<file path="src/hdl/tint_pkg.sv">
`default_nettype none

package tint_pkg;

    // Table size and fixed field widths.
    localparam int TABLE_DEPTH_DEF = 64;
    localparam int Q_W             = 32;
    localparam int IDX_W           = 6;
    localparam int COUNT_W         = 7;
    localparam int SEG_W           = 6;

    // Stream packing.
    localparam int IN_TDATA_W  = 104;
    localparam int OUT_TDATA_W = 40;

    // Configuration port.
    localparam int CFG_IDX_W  = 1;
    localparam int CFG_DATA_W = 7;

    // Shared divider: full product over a segment width.
    localparam int DIVIDEND_W = 2 * Q_W;
    localparam int DIVISOR_W  = Q_W;
    localparam int DIV_CNT_W  = $clog2(DIVIDEND_W + 1);

    typedef enum logic [CFG_IDX_W-1:0] {
        REG_INTERP_MODE = 1'b0,
        REG_POINT_COUNT = 1'b1
    } cfg_reg_t;

    typedef enum logic {
        OP_WRITE = 1'b0,
        OP_QUERY = 1'b1
    } op_t;

    typedef enum logic {
        MODE_LINEAR = 1'b0,
        MODE_STEP   = 1'b1
    } mode_t;

    typedef enum logic {
        STATUS_OK  = 1'b0,
        STATUS_FEW = 1'b1
    } status_t;

endpackage

`default_nettype wire

</file>
<file path="src/hdl/tint_div.sv">
`default_nettype none

// Restoring divider, one quotient bit per cycle. The quotient is shifted
// into the dividend register as the dividend bits leave it.
module tint_div
    import tint_pkg::*;
(
    input  wire logic                  clk,
    input  wire logic                  rst_n,
    input  wire logic                  start,
    input  wire logic [DIVIDEND_W-1:0] dividend,
    input  wire logic [DIVISOR_W-1:0]  divisor,
    output logic                       done,
    output logic [DIVIDEND_W-1:0]      quotient
);

    logic [DIVIDEND_W-1:0] work_reg;
    logic [DIVIDEND_W-1:0] work_next;
    logic [DIVISOR_W-1:0]  rem_reg;
    logic [DIVISOR_W-1:0]  rem_next;
    logic [DIVISOR_W-1:0]  dsr_reg;
    logic [DIV_CNT_W-1:0]  count_reg;
    logic                  busy_reg;
    logic                  done_reg;

    logic [DIVISOR_W:0]    trial;
    logic [DIVISOR_W:0]    trial_sub;
    logic                  fits;

    // One trial subtraction of the divisor from the shifted remainder.
    always_comb
    begin
        trial     = {rem_reg, work_reg[DIVIDEND_W-1]};
        trial_sub = trial - {1'b0, dsr_reg};
        fits      = (trial >= {1'b0, dsr_reg});
        rem_next  = fits ? trial_sub[DIVISOR_W-1:0] : trial[DIVISOR_W-1:0];
        work_next = {work_reg[DIVIDEND_W-2:0], fits};
    end

    // Step counter and working registers.
    always_ff @(posedge clk or negedge rst_n)
    begin
        if (!rst_n)
        begin
            work_reg  <= '0;
            rem_reg   <= '0;
            dsr_reg   <= '0;
            count_reg <= '0;
            busy_reg  <= 1'b0;
            done_reg  <= 1'b0;
        end
        else
        begin
            // Done pulses for one cycle after the last quotient bit.
            done_reg <= busy_reg && !start && (count_reg == DIV_CNT_W'(1));
            if (start)
            begin
                work_reg  <= dividend;
                rem_reg   <= '0;
                dsr_reg   <= divisor;
                count_reg <= DIV_CNT_W'(DIVIDEND_W);
                busy_reg  <= 1'b1;
            end
            else if (busy_reg)
            begin
                work_reg  <= work_next;
                rem_reg   <= rem_next;
                count_reg <= count_reg - DIV_CNT_W'(1);
                if (count_reg == DIV_CNT_W'(1))
                begin
                    busy_reg <= 1'b0;
                end
            end
        end
    end

    assign done     = done_reg;
    assign quotient = work_reg;

endmodule

`default_nettype wire

</file>
<file path="config.mk">
export PLATFORM = sky130hd
export DESIGN_NAME = tint_div
export DESIGN_NICKNAME = d
export VERILOG_FILES = /design/src/hdl/tint_pkg.sv /design/src/hdl/tint_div.sv
export SDC_FILE = /design/constraint.sdc
export NUM_CORES = 1
export LEC_CHECK = 0
export BUFFER_PORTS_ARGS = -buffer_cell sky130_fd_sc_hd__buf_4
export CAP_MARGIN = 20
export CORE_MARGIN = 3
export CORE_UTILIZATION = 50
export CTS_CLUSTER_SIZE = 20
export DETAILED_ROUTE_END_ITERATION = 6
export PLACE_DENSITY = 0.74
export SETUP_SLACK_MARGIN = 0.2
export SYNTH_ARGS = -nofsm -noshare
export SYNTH_HDL_FRONTEND = slang
export SYNTH_SLANG_ARGS = --single-unit
</file>
<file path="constraint.sdc">
create_clock -name clk -period 3.9 [get_ports clk]
set_input_delay 0.39 -clock clk [delete_from_list [all_inputs] [get_ports clk]]
set_output_delay 0.39 -clock clk [all_outputs]
set_load 0.02 [all_outputs]
</file>
-- Word level (Yosys, flattened, before mapping)
Cells that the tools add are included.
- logic and storage cells: 24
- input bits: 99
- bits in registers: 137
- magnitude comparators: 1
- muxes and demuxes: 10
- equality and inequality tests: 1
- reductions and logical operators: 4
- $add $sub $neg: 2
- operator list (cell ; count):
    64-bit two-way mux ; 2
    32-bit two-way mux ; 3
    33-bit by 32-bit >= comparator with 1-bit output ; 1
    32-bit subtractor ; 1
    7-bit two-way mux ; 2
    7-bit by 1-bit equality test with 1-bit output, second input constant ; 1
    7-bit by 1-bit subtractor with 7-bit output, second input constant ; 1
    1-bit two-way mux ; 3
    1-bit logical AND ; 2
    2-bit nonzero test ; 1
    1-bit logical NOT ; 1

-- Logic depth before layout (Yosys ltp)
Gate-level depths: netlist of run 1.
- depth after elaboration: 4
- gate-level depth with buffers: 13
- depth with buffers taken out: 12

-- Least setup slack after synthesis of run 1
OpenSTA, ideal clock, no wires.
- kind: flip-flop to flip-flop
- start: register work_reg[63] (netlist: quotient[63])
- end: register rem_reg[30]
- setup time: 0.099 ns
- clock period less this slack: 3.039 ns
- path slack: 0.861 ns
- cell stages (with the launch flop): 13
- data arrival time: 2.940 ns
- path through: dfrtp_1 -> inv_1 -> ha_1 -> fa_1 -> nor2b_1 -> o21ai_0 -> o21ai_0 -> a31oi_1 -> o21ai_0 -> a31oi_1 -> nor4bb_1 -> o31ai_1 -> a311oi_1
- word-level cells in the longest chain between the ends: 4
- elaborated cells on any way between the ends: 5
- those cells by class: 1 x add/sub; 1 x order compare; 3 x mux
- ends and longest elaborated chain (what ; line ; source):
    from (decl) ; tint_div.sv:17 ; logic [DIVIDEND_W-1:0] work_reg;
    from (signal assigned) ; tint_div.sv:58 ; work_reg <= dividend;
    from (signal assigned) ; tint_div.sv:66 ; work_reg <= work_next;
    32-bit subtractor or 33-bit by 32-bit >= comparator with 1-bit output (tied branches) ; tint_div.sv:34, tint_div.sv:35 ;
    32-bit two-way mux * ; tint_div.sv:36 ; rem_next = fits ? trial_sub[DIVISOR_W-1:0] : trial[DIVISOR_W-1:0];
    32-bit two-way mux * ; tint_div.sv:64 ; else if (busy_reg)
    32-bit two-way mux * ; tint_div.sv:56 ; if (start)
    to (signal assigned) ; tint_div.sv:67 ; rem_reg <= rem_next;
    to (decl) ; tint_div.sv:19 ; logic [DIVISOR_W-1:0] rem_reg;
Mark *: on every way between the ends. The rest lies on a longest branch, timed or not. The select of a mux whose other input is x is not followed.
A chain may end at the register's enable or synchronous reset.

-- Worst setup path after layout of run 1
- start: register rem_reg[14]
- end: register rem_reg[3]
- word-level cells in the longest chain between the ends: 4
- ends and longest elaborated chain (what ; line ; source):
    33-bit by 32-bit >= comparator with 1-bit output ; tint_div.sv:35 ; fits = (trial >= {1'b0, dsr_reg});
    32-bit two-way mux ; tint_div.sv:36 ;
    32-bit two-way mux ; tint_div.sv:64 ;
    32-bit two-way mux ; tint_div.sv:56 ;
Every way passes these cells. The select of a mux whose other input is x is not followed.

==> results of run 1 <==
power by group through the flow:
stage	Clock, mW	Sequential [mW]	Combinational, mW
6_report	1.71	1.82	2.14
5_1_grt	1.80	1.85	2.37
4_1_cts	1.73	1.82	2.13
3_3_place_gp	0	1.83	2.08
2_1_floorplan	0	1.89	1.52
3_5_place_dp	0	1.84	2.11
metal layers:
metal,up-vias,track usage,routed length [um]
li1,3343,-,-
met1,3208,0.2973,8707
met2,170,0.3535,9163
met3,32,0.05153,916
met4,0,0.07506,472
met5,-,0,0
kinds of logic (layout without fill, tap and decap cells):
logic type / after synthesis / in the layout
compound gates: 234 / 234
xor+xnor: 28 / 28
fa+ha+maj: 35 / 35
buf+inv: 100 / 248
flops: 137 / 137
mux: 85 / 85
simple gates: 248 / 248
layout by cell type, fill, tap and decap left out, types with 12 or more instances in the layout:
cell type  count
mux2i_1       82
o21ai_0      117
a21oi_1       28
nand3_1       21
a21o_1        13
clkbuf_16     17
nand2_1      125
a211oi_1      22
xor2_1        12
ha_1          33
xnor2_1       16
buf_4        165
inv_1         47
dfrtp_1      136
nor2_1        54
worst reg2reg max path, delay by kind of cell (launching register included):
kind	cells	cell delay, ns
flops	1	0.40
fa+ha+maj	1	0.48
mux	1	0.38
simple gates	4	1.22
compound gates	4	0.92
layout make-up:
type                    count  area [sq um]  share of cell area
repair buffers            169          1301              0.1310
clock buffers              17         425.4             0.04284
multi-input cells         630          4133              0.4162
clock inverters            15         198.9             0.02003
inverters                  47         176.4             0.01776
flip-flops and latches    137          3432              0.3456
well taps                 211         264.0             0.02658
metrics by stage:
step,util,power [mW]
after detailed placement,0.6028,3.948
after global placement,0.6028,3.908
final,0.6437,5.664
after floorplan,-,3.413
after global routing,0.6437,6.020
after CTS,0.6433,5.684
worst min path at each step:
stage,start,endpoint,slack [ns]
CTS,rst_n,quotient[48]$_DFFE_PN0P_,0.04
global route,rst_n,quotient[48]$_DFFE_PN0P_,0.05
detailed placement,rst_n,quotient[48]$_DFFE_PN0P_,0.48
floorplan,rst_n,busy_reg$_DFF_PN0_,0.09
finish,rst_n,quotient[48]$_DFFE_PN0P_,0.001
global placement,rst_n,quotient[48]$_DFFE_PN0P_,0.48
timing repair:
item / in CTS / in global routing
setup endpoints to repair: 0 / 2
gates resized for setup: 0 / 3
buffers inserted: 0 / 0
==> qor.txt, run 1 <==
most numerous cell in the Yosys netlist: dfrtp_1
Compound-Gate Fraction of Synth Area: 0.1827
Synth Area per Inst: 9.196 sq um
Hold Fails Final Rpt: 0
Post-Route WL: 19260 um
Reg clk slew, reported paths: 0.06 ns
GPL Wtd Cong: 0.8892
syn nets: 1001
clk sinks: 137
Placed Instances: 1194
Buffers on Ports: 163
Post-Layout Cell Count: 1226
Fin Setup TNS: 0 ns
worst r2r src: rem_reg[14]$_DFFE_PN0P_
FFs w/ async S/R, synth: 1.000
post-route ant nets: 0
Finished Cell Area: 9931 sq um
Switching Share: 0.3532
Max transition margin: 0.5030
number of synthesized flops with an enable pin: 0
fillers: 1345
post-route setup slack: 0.3888 ns
CP Launch Type: register
maximum vdd ir drop: 352.6 uV
Detailed Route Iter0 Violations: 367
worst path cell trace: ha_1 -> and4_4 -> nand3_2 -> or4_1 -> a31o_1 -> a211oi_2 -> o211ai_4 -> nand2_8 -> mux2_2 -> o21a_1
final period utilization: 0.9003
# IOs: 164
crit path kind: reg2reg
status: finished, final reports clean
Worst Path Required: 4.21 ns
placed instance area: 9300 sq um
Post-Synthesis Cells: 867
first-pass GRT wire length: 32140 um
core area: 15430 sq um
Avg WL per Cell: 15.71 um
Seq pwr share: 0.321
area share of and/or/nand/nor cells after synthesis: 0.1411
pre-CTS WS: 0.3938 ns
Post-synth top cells: dfrtp_1, nand2_1, o21ai_0
sequential-to-total area share from yosys stat: 0.4300
Period minus WS final: 3.511 ns
Vias: 6753
die area: 17500 sq um
Ys Warns: 0
Synth area leader: dfrtp_1
Max Slew Vio Count: 0
Synth top area share: 0.4300
Main synth FF type: dfrtp_1
Clock Skews: 0.009755 ns
P&R area growth vs syn: 24.56%
Skew-Pair Late Insertion Delay: 0.42 ns
fmax: 284.8 MHz
CTS tree: built
r2r setup slk: 0.39 ns
Critical path origin: rem_reg[14]$_DFFE_PN0P_
Sw Pwr: 2.000 mW
main combinational cell family by area after synthesis: compound AO/OA/AOI/OAI gates
max FFs per register: 64
CP Max Fanout: 36
Initial Utilization: 0.5168
XOR/XNOR Fraction of Synth Area: 0.03076
Total GRT Usage: 0.2207
H-tree levels: 4
Max Buffers Root-to-Sink: 2
combinational share of power: 0.378
largest net degree at the start of global routing: 137
n_diodes: 0
Mapped Area: 7973 sq um
Critical-path top delay cell: or4_1
Final #Nets: 1136
Setup Viol. Count Final: 0
Hold Worst Slack: 0.001486 ns
CP endpoint: rem_reg[3]$_DFFE_PN0P_
Rows: 45
Congestion Overflow GR: 0
pwr dens: 570.3 nW/um^2
Num CTS Buffers: 17
ranking of synthesized cells by area: dfrtp_1, mux2i_1, o21ai_0
critical path depth: 10
RSZ-0062 raised after global routing: false
Reg2Reg Capture Point: rem_reg[3]$_DFFE_PN0P_
Worst Path Arrival: 3.82 ns
vias in the first global route: 6501
DRT Pass-1 Iters: 5
height of the chip: 132.3 um
R2R cell count: 10
CP Capture Type: register
worst path bufs/invs: 0
post-synthesis mux area share: 0.1072
initial antenna violation count: 0
Leak: 5.162 nW
Tightest Pin Transition: 0.7455 ns
Min-Delay Path Class: in2async
Worst path top cell family by delay: simple AND/OR/NAND/NOR gates
layout cell share with drive strength beyond 1: 0.2118
CTS Root Cell: clkbuf_16
dpl hpwl: 13050 um
synthesized flop and latch total: 137
# Max-Cap Violations: 0
Clk pwr share: 0.302
adder-cell area share of the yosys netlist: 0.05587
distinct cell type count after synthesis: 65
DRC Markers: 0
internal power: 3.663 mW
die width: 132.3 um
max incr delay on CP: 0.51 ns
# hold bufs at CTS: 0
Vias/cell: 5.508
Power figures use the tool's default switching activity.
==> run 2, diff against run 1 <==
--- a/config.mk
+++ b/config.mk
@@ -7,11 +7,13 @@
 export LEC_CHECK = 0
 export BUFFER_PORTS_ARGS = -buffer_cell sky130_fd_sc_hd__buf_4
 export CAP_MARGIN = 20
+export CELL_PAD_IN_SITES_DETAIL_PLACEMENT = 1
+export CELL_PAD_IN_SITES_GLOBAL_PLACEMENT = 2
 export CORE_MARGIN = 3
-export CORE_UTILIZATION = 50
+export CORE_UTILIZATION = 34
 export CTS_CLUSTER_SIZE = 20
 export DETAILED_ROUTE_END_ITERATION = 6
-export PLACE_DENSITY = 0.74
+export PLACE_DENSITY_LB_ADDON = 0.1
 export SETUP_SLACK_MARGIN = 0.2
 export SYNTH_ARGS = -nofsm -noshare
 export SYNTH_HDL_FRONTEND = slang
==> qor.txt, run 2 (synthesized netlist as in run 1, its figures left out) <==
status: finished, final reports clean
Max Buffers Root-to-Sink: 2 (unchanged)
Worst Path Arrival: 3.77 ns (-0.05 ns)
final period utilization: 0.8986 (-0.001701)
# Post-CTS Setup Buffers: 0 (unchanged)
Max Slew Vio Count: 0 (unchanged)
largest net degree at the start of global routing: 96 (-30%)
Critical-path top delay cell: or4_1
CP Capture Type: register
Buffers on Ports: 163 (unchanged)
maximum vdd ir drop: 305.5 uV (-13%)
die width: 159.1 um (+20%)
Setup Viol. Count Final: 0 (unchanged)
GPL Wtd Cong: 0.8079 (-9.1%)
most common cell after layout, fill and taps aside: buf_4
Finished Cell Area: 10050 sq um (+1.2%)
max FFs per register: 64 (unchanged)
CP Launch Type: register
die area: 25320 sq um (+45%)
Min-Delay Path Class: in2async
# hold bufs at CTS: 0 (unchanged)
Clock Skews: 0.008384 ns (-0.001371 ns)
Tightest Pin Transition: 1.019 ns (+0.2731 ns)
post-route total power: 5.621 mW (-0.76%)
pre-CTS WS: 0.3815 ns (-0.01233 ns)
Reg clk slew, reported paths: 0.06 ns (about the same)
P&R area growth vs syn: 26.11%
Rows: 55 (+22%)
DRC Markers: 0 (unchanged)
Vias: 6774 (+0.31%)
fillers: 2657 (+98%)
initial antenna violation count: 0 (unchanged)
# Max-Cap Violations: 0 (unchanged)
CTS resizes: 0 (unchanged)
Max transition margin: 0.3209 (-0.1821)
CTS Root Cell: clkbuf_16
post-route setup slack: 0.3954 ns (+0.006633 ns)
# IOs: 164 (unchanged)
Hold Worst Slack: 0.08321 ns (+0.08173 ns)
worst path cell trace: ha_1 -> and4_4 -> nand3_2 -> or4_1 -> a31o_1 -> a211oi_2 -> o211ai_4 -> nand2_8 -> buf_12 -> mux2i_1 -> a211oi_1
dpl hpwl: 16010 um (+23%)
post-route ant nets: 0 (unchanged)
Total GRT Usage: 0.1841 (-0.03660)
CP Max Fanout: 13 (-64%)
worst path bufs/invs: 1 (+1)
placed instance area: 9485 sq um (+2.0%)
crit path kind: reg2reg
n_diodes: 0 (unchanged)
commonest non-fill, non-tap cells in the layout: buf_4, dfrtp_1, nand2_1
CTS tree: built
Period minus WS final: 3.505 ns (-0.006633 ns)
Avg WL per Cell: 17.22 um (+9.6%)
H-tree levels: 4 (unchanged)
DRT Pass-1 Iters: 4 (-1)
core area: 22850 sq um (+48%)
Initial Utilization: 0.3490 (-0.1678)
fmax: 285.3 MHz (+0.19%)
RSZ-0062 raised after global routing: false
clk sinks: 137 (unchanged)
layout cell share with drive strength beyond 1: 0.2143 (+0.002463)
Worst Path Required: 4.17 ns (-0.04 ns)
Worst path top cell family by delay: simple AND/OR/NAND/NOR gates
Num CTS Buffers: 17 (unchanged)
Skew-Pair Late Insertion Delay: 0.43 ns (about the same)
Congestion Overflow GR: 0 (unchanged)
first-pass GRT wire length: 38490 um (+20%)
Fin Setup TNS: 0 ns (unchanged)
Leak: 5.162 nW (about the same)
Final #Nets: 1143 (+0.62%)
pwr dens: 559.0 nW/um^2 (-2.0%)
Post-Route WL: 22990 um (+19%)
vias in the first global route: 7315 (+13%)
Hold Fails Final Rpt: 0 (unchanged)
Vias/cell: 5.074 (-7.9%)
height of the chip: 159.1 um (+20%)
Detailed Route Iter0 Violations: 261 (-29%)
max incr delay on CP: 0.51 ns (about the same)
## run 2: worst paths after layout
check | from | endpoint | slack, ns | cells after the start
hold reg to reg | dsr_reg[0]$_DFFE_PN0P_ | dsr_reg[0]$_DFFE_PN0P_ | 0.52 | 1
max in group asynchronous | rst_n | dsr_reg[31]$_DFFE_PN0P_ | 3.04 | 2
hold / removal | rst_n | rem_reg[7]$_DFFE_PN0P_ | 0.08 | 1
min in group clk | dividend[24] | quotient[24]$_DFFE_PN0P_ | 0.16 | 3
setup reg to reg | rem_reg[15]$_DFFE_PN0P_ | rem_reg[7]$_DFFE_PN0P_ | 0.40 | 11
setup / recovery | rem_reg[15]$_DFFE_PN0P_ | rem_reg[7]$_DFFE_PN0P_ | 0.40 | 11
## run 2: report_power, final
group	switching, mW	leakage [nW]	total (mW)	internal [mW]
sequential	0.179	1.71	1.82	1.64
clock	0.714	0.266	1.55	0.840
combinational	1.26	3.19	2.25	0.986
total	2.15	5.16	5.62	3.47
## run 2: routing by layer
metal	vias to the layer above	GRT usage	wire length [um]
li1	3337	-	-
met1	3273	0.2384	10610
met2	143	0.2843	10130
met3	21	0.07752	1957
met4	0	0.04974	294
met5	-	0	0
## run 2: stage by stage
| stage | instances | utilization |
|---|---|---|
| floorplan | 867 | - |
| global placement | 1302 | 0.4152 |
| detailed placement | 1302 | 0.4152 |
| CTS | 1334 | 0.4396 |
| global route | 1335 | 0.4401 |
| finish | 1335 | 0.4401 |
## run 2: final cells by class
type,instances,area (sq um),share of cell area
tap,313,391.6,0.03895
clock buffer,18,429.2,0.04268
sequential,137,3432,0.3413
multi-input combinational,631,4138,0.4115
inverter,47,176.4,0.01755
timing repair buffer,175,1359,0.1351
clock inverter,14,128.9,0.01282
==> run 3, diff against run 2 <==
--- a/config.mk
+++ b/config.mk
@@ -14,6 +14,7 @@
 export CTS_CLUSTER_SIZE = 20
 export DETAILED_ROUTE_END_ITERATION = 6
 export PLACE_DENSITY_LB_ADDON = 0.1
+export RECOVER_POWER = 25
 export SETUP_SLACK_MARGIN = 0.2
 export SYNTH_ARGS = -nofsm -noshare
 export SYNTH_HDL_FRONTEND = slang
==> qor.txt, run 3 (synthesized netlist as in run 1, its figures left out) <==
status: finished, violations left
failing checks: max-capacitance violations, max-slew violations
H-tree levels: 4 (unchanged)
# IOs: 164 (unchanged)
crit path kind: reg2reg
Avg WL per Cell: 17.21 um (about the same)
RSZ-0062 raised after global routing: false
# Post-CTS Setup Buffers: 0 (unchanged)
commonest non-fill, non-tap cells in the layout: buf_4, dfrtp_1, nand2_1
Max Buffers Root-to-Sink: 2 (unchanged)
fillers: 2659 (+0.075%)
met3 Use GR: 0.07752 (unchanged)
CP Launch Type: register
largest net degree at the start of global routing: 96 (unchanged)
clk sinks: 137 (unchanged)
Period minus WS final: 3.503 ns (-0.001758 ns)
Tightest Pin Transition: 2.541 ns (+1.522 ns)
CTS tree: built
gr busiest metal: met2
layout cell share with drive strength beyond 1: 0.2143 (unchanged)
die width: 159.1 um (unchanged)
Clock Skews: 0.008299 ns (-0.00008546 ns)
GPL Wtd Cong: 0.8079 (unchanged)
Detailed Route Iter0 Violations: 265 (+1.5%)
initial antenna violation count: 0 (unchanged)
Leak: 5.160 nW (about the same)
most common cell after layout, fill and taps aside: buf_4
worst r2r src: rem_reg[17]$_DFFE_PN0P_
multi-input combinational cell area: 4138 sq um (unchanged)
Hold Fails Final Rpt: 0 (unchanged)
fmax: 285.5 MHz (about the same)
r2r setup slk: 0.40 ns (about the same)
Post-Route WL: 22970 um (about the same)
post-route ant nets: 0 (unchanged)
Worst Path Arrival: 3.77 ns (about the same)
Skew-Pair Late Insertion Delay: 0.43 ns (about the same)
height of the chip: 159.1 um (unchanged)
CTS Root Cell: clkbuf_16
max FFs per register: 64 (unchanged)
Congestion Overflow GR: 0 (unchanged)
pwr dens: 559.4 nW/um^2 (about the same)
Reg clk slew, reported paths: 0.07 ns (about the same)
placed instance area: 9485 sq um (unchanged)
CP Capture Type: register
Min-Delay Path Class: in2reg
met2 global-route usage: 0.2843 (unchanged)
# Max-Cap Violations: 1 (+1)
met1 Use GR: 0.2384 (unchanged)
Max transition margin: -0.6940 (-1.015)
maximum vdd ir drop: 305.4 uV (about the same)
Vias: 6762 (-0.18%)
die area: 25320 sq um (unchanged)
Num CTS Buffers: 17 (unchanged)
DRT Pass-1 Iters: 4 (unchanged)
Setup Viol. Count Final: 0 (unchanged)
vias in the first global route: 7315 (unchanged)
n_diodes: 0 (unchanged)
dpl hpwl: 16010 um (unchanged)
pre-CTS WS: 0.3815 ns (unchanged)
Max Slew Vio Count: 93 (+93)
Buffers on Ports: 163 (unchanged)
Critical path origin: rem_reg[17]$_DFFE_PN0P_
DRC Markers: 0 (unchanged)
Worst Path Required: 4.17 ns (about the same)
hold wc startpoint: dividend[24]
Vias/cell: 5.065 (-0.18%)
CP Max Fanout: 13 (unchanged)
first-pass GRT wire length: 38490 um (unchanged)
core area: 22850 sq um (unchanged)
final period utilization: 0.8982 (about the same)
P&R area growth vs syn: 26.04% (about the same)
Fin Setup TNS: 0 ns (unchanged)
Finished Cell Area: 10050 sq um (about the same)
Total GRT Usage: 0.1841 (unchanged)
Storage cell area: 3432 sq um (unchanged)
Final #Nets: 1143 (unchanged)
Initial Utilization: 0.3490 (unchanged)
Rows: 55 (unchanged)
post-route setup slack: 0.3972 ns (+0.001758 ns)
Hold Worst Slack: 0.1592 ns (+0.07601 ns)
==> run 3: cell types whose count changed in the layout (fill, tap and decap cells not counted) <==
cell and delta:
buf_6 -1, clkbuf_2 +1
==> run 3: path summary, 6_finish.rpt <==
| path | to | cells after the start |
|---|---|---|
| min in group asynchronous | dsr_reg[9]$_DFFE_PN0P_ | 1 |
| max | rem_reg[7]$_DFFE_PN0P_ | 11 |
| min reg2reg | dsr_reg[0]$_DFFE_PN0P_ | 1 |
| max reg2reg | rem_reg[7]$_DFFE_PN0P_ | 11 |
| min | quotient[24]$_DFFE_PN0P_ | 3 |
| max in group asynchronous | busy_reg$_DFF_PN0_ | 1 |
==> run 3: critical path, stage by stage (launching register included) <==
cell      delay [ns]
dfrtp_1         0.41
ha_1            0.47
and4_4          0.30
nand3_2         0.09
or4_1           0.51
a31o_1          0.25
a211oi_2        0.31
o211ai_4        0.25
nand2_8         0.25
buf_12          0.18
mux2i_1         0.21
a211oi_1        0.09
==> run 3: power by group <==
group,internal (mW),switching (mW),total [mW]
combinational,0.986,1.26,2.25
clock,0.840,0.714,1.55
sequential,1.64,0.179,1.82
total,3.47,2.15,5.62
==> run 3: cell type report <==
type	instances	area share
clock buffers	18	0.04271
multi-input cells	631	0.4118
well taps	313	0.03897
inverters	47	0.01756
repair buffers	175	0.1346
clock inverters	14	0.01283
flip-flops and latches	137	0.3416
==> run 3: layer usage <==
layer,part of all wire,up-vias
met5,0,-
met4,0.013,0
met3,0.085,21
met2,0.44,137
met1,0.46,3267
li1,-,3337
==> run 3: repair_timing <==
item | 4_1_cts | 5_1_grt
gates resized for setup | 0 | 0
setup endpoints to repair | 0 | 4
hold buffers | 0 | 0
endpoints found under the hold margin | 0 | 0
==> run 3: per-stage QoR <==
stage               total power, mW  std cells  utilization
finish                        5.621       1335       0.4398
global route                  6.052       1335       0.4398
CTS                           5.681       1334       0.4396
detailed placement            4.087       1302       0.4152
global placement              4.075       1302       0.4152
floorplan                     3.413        867            -
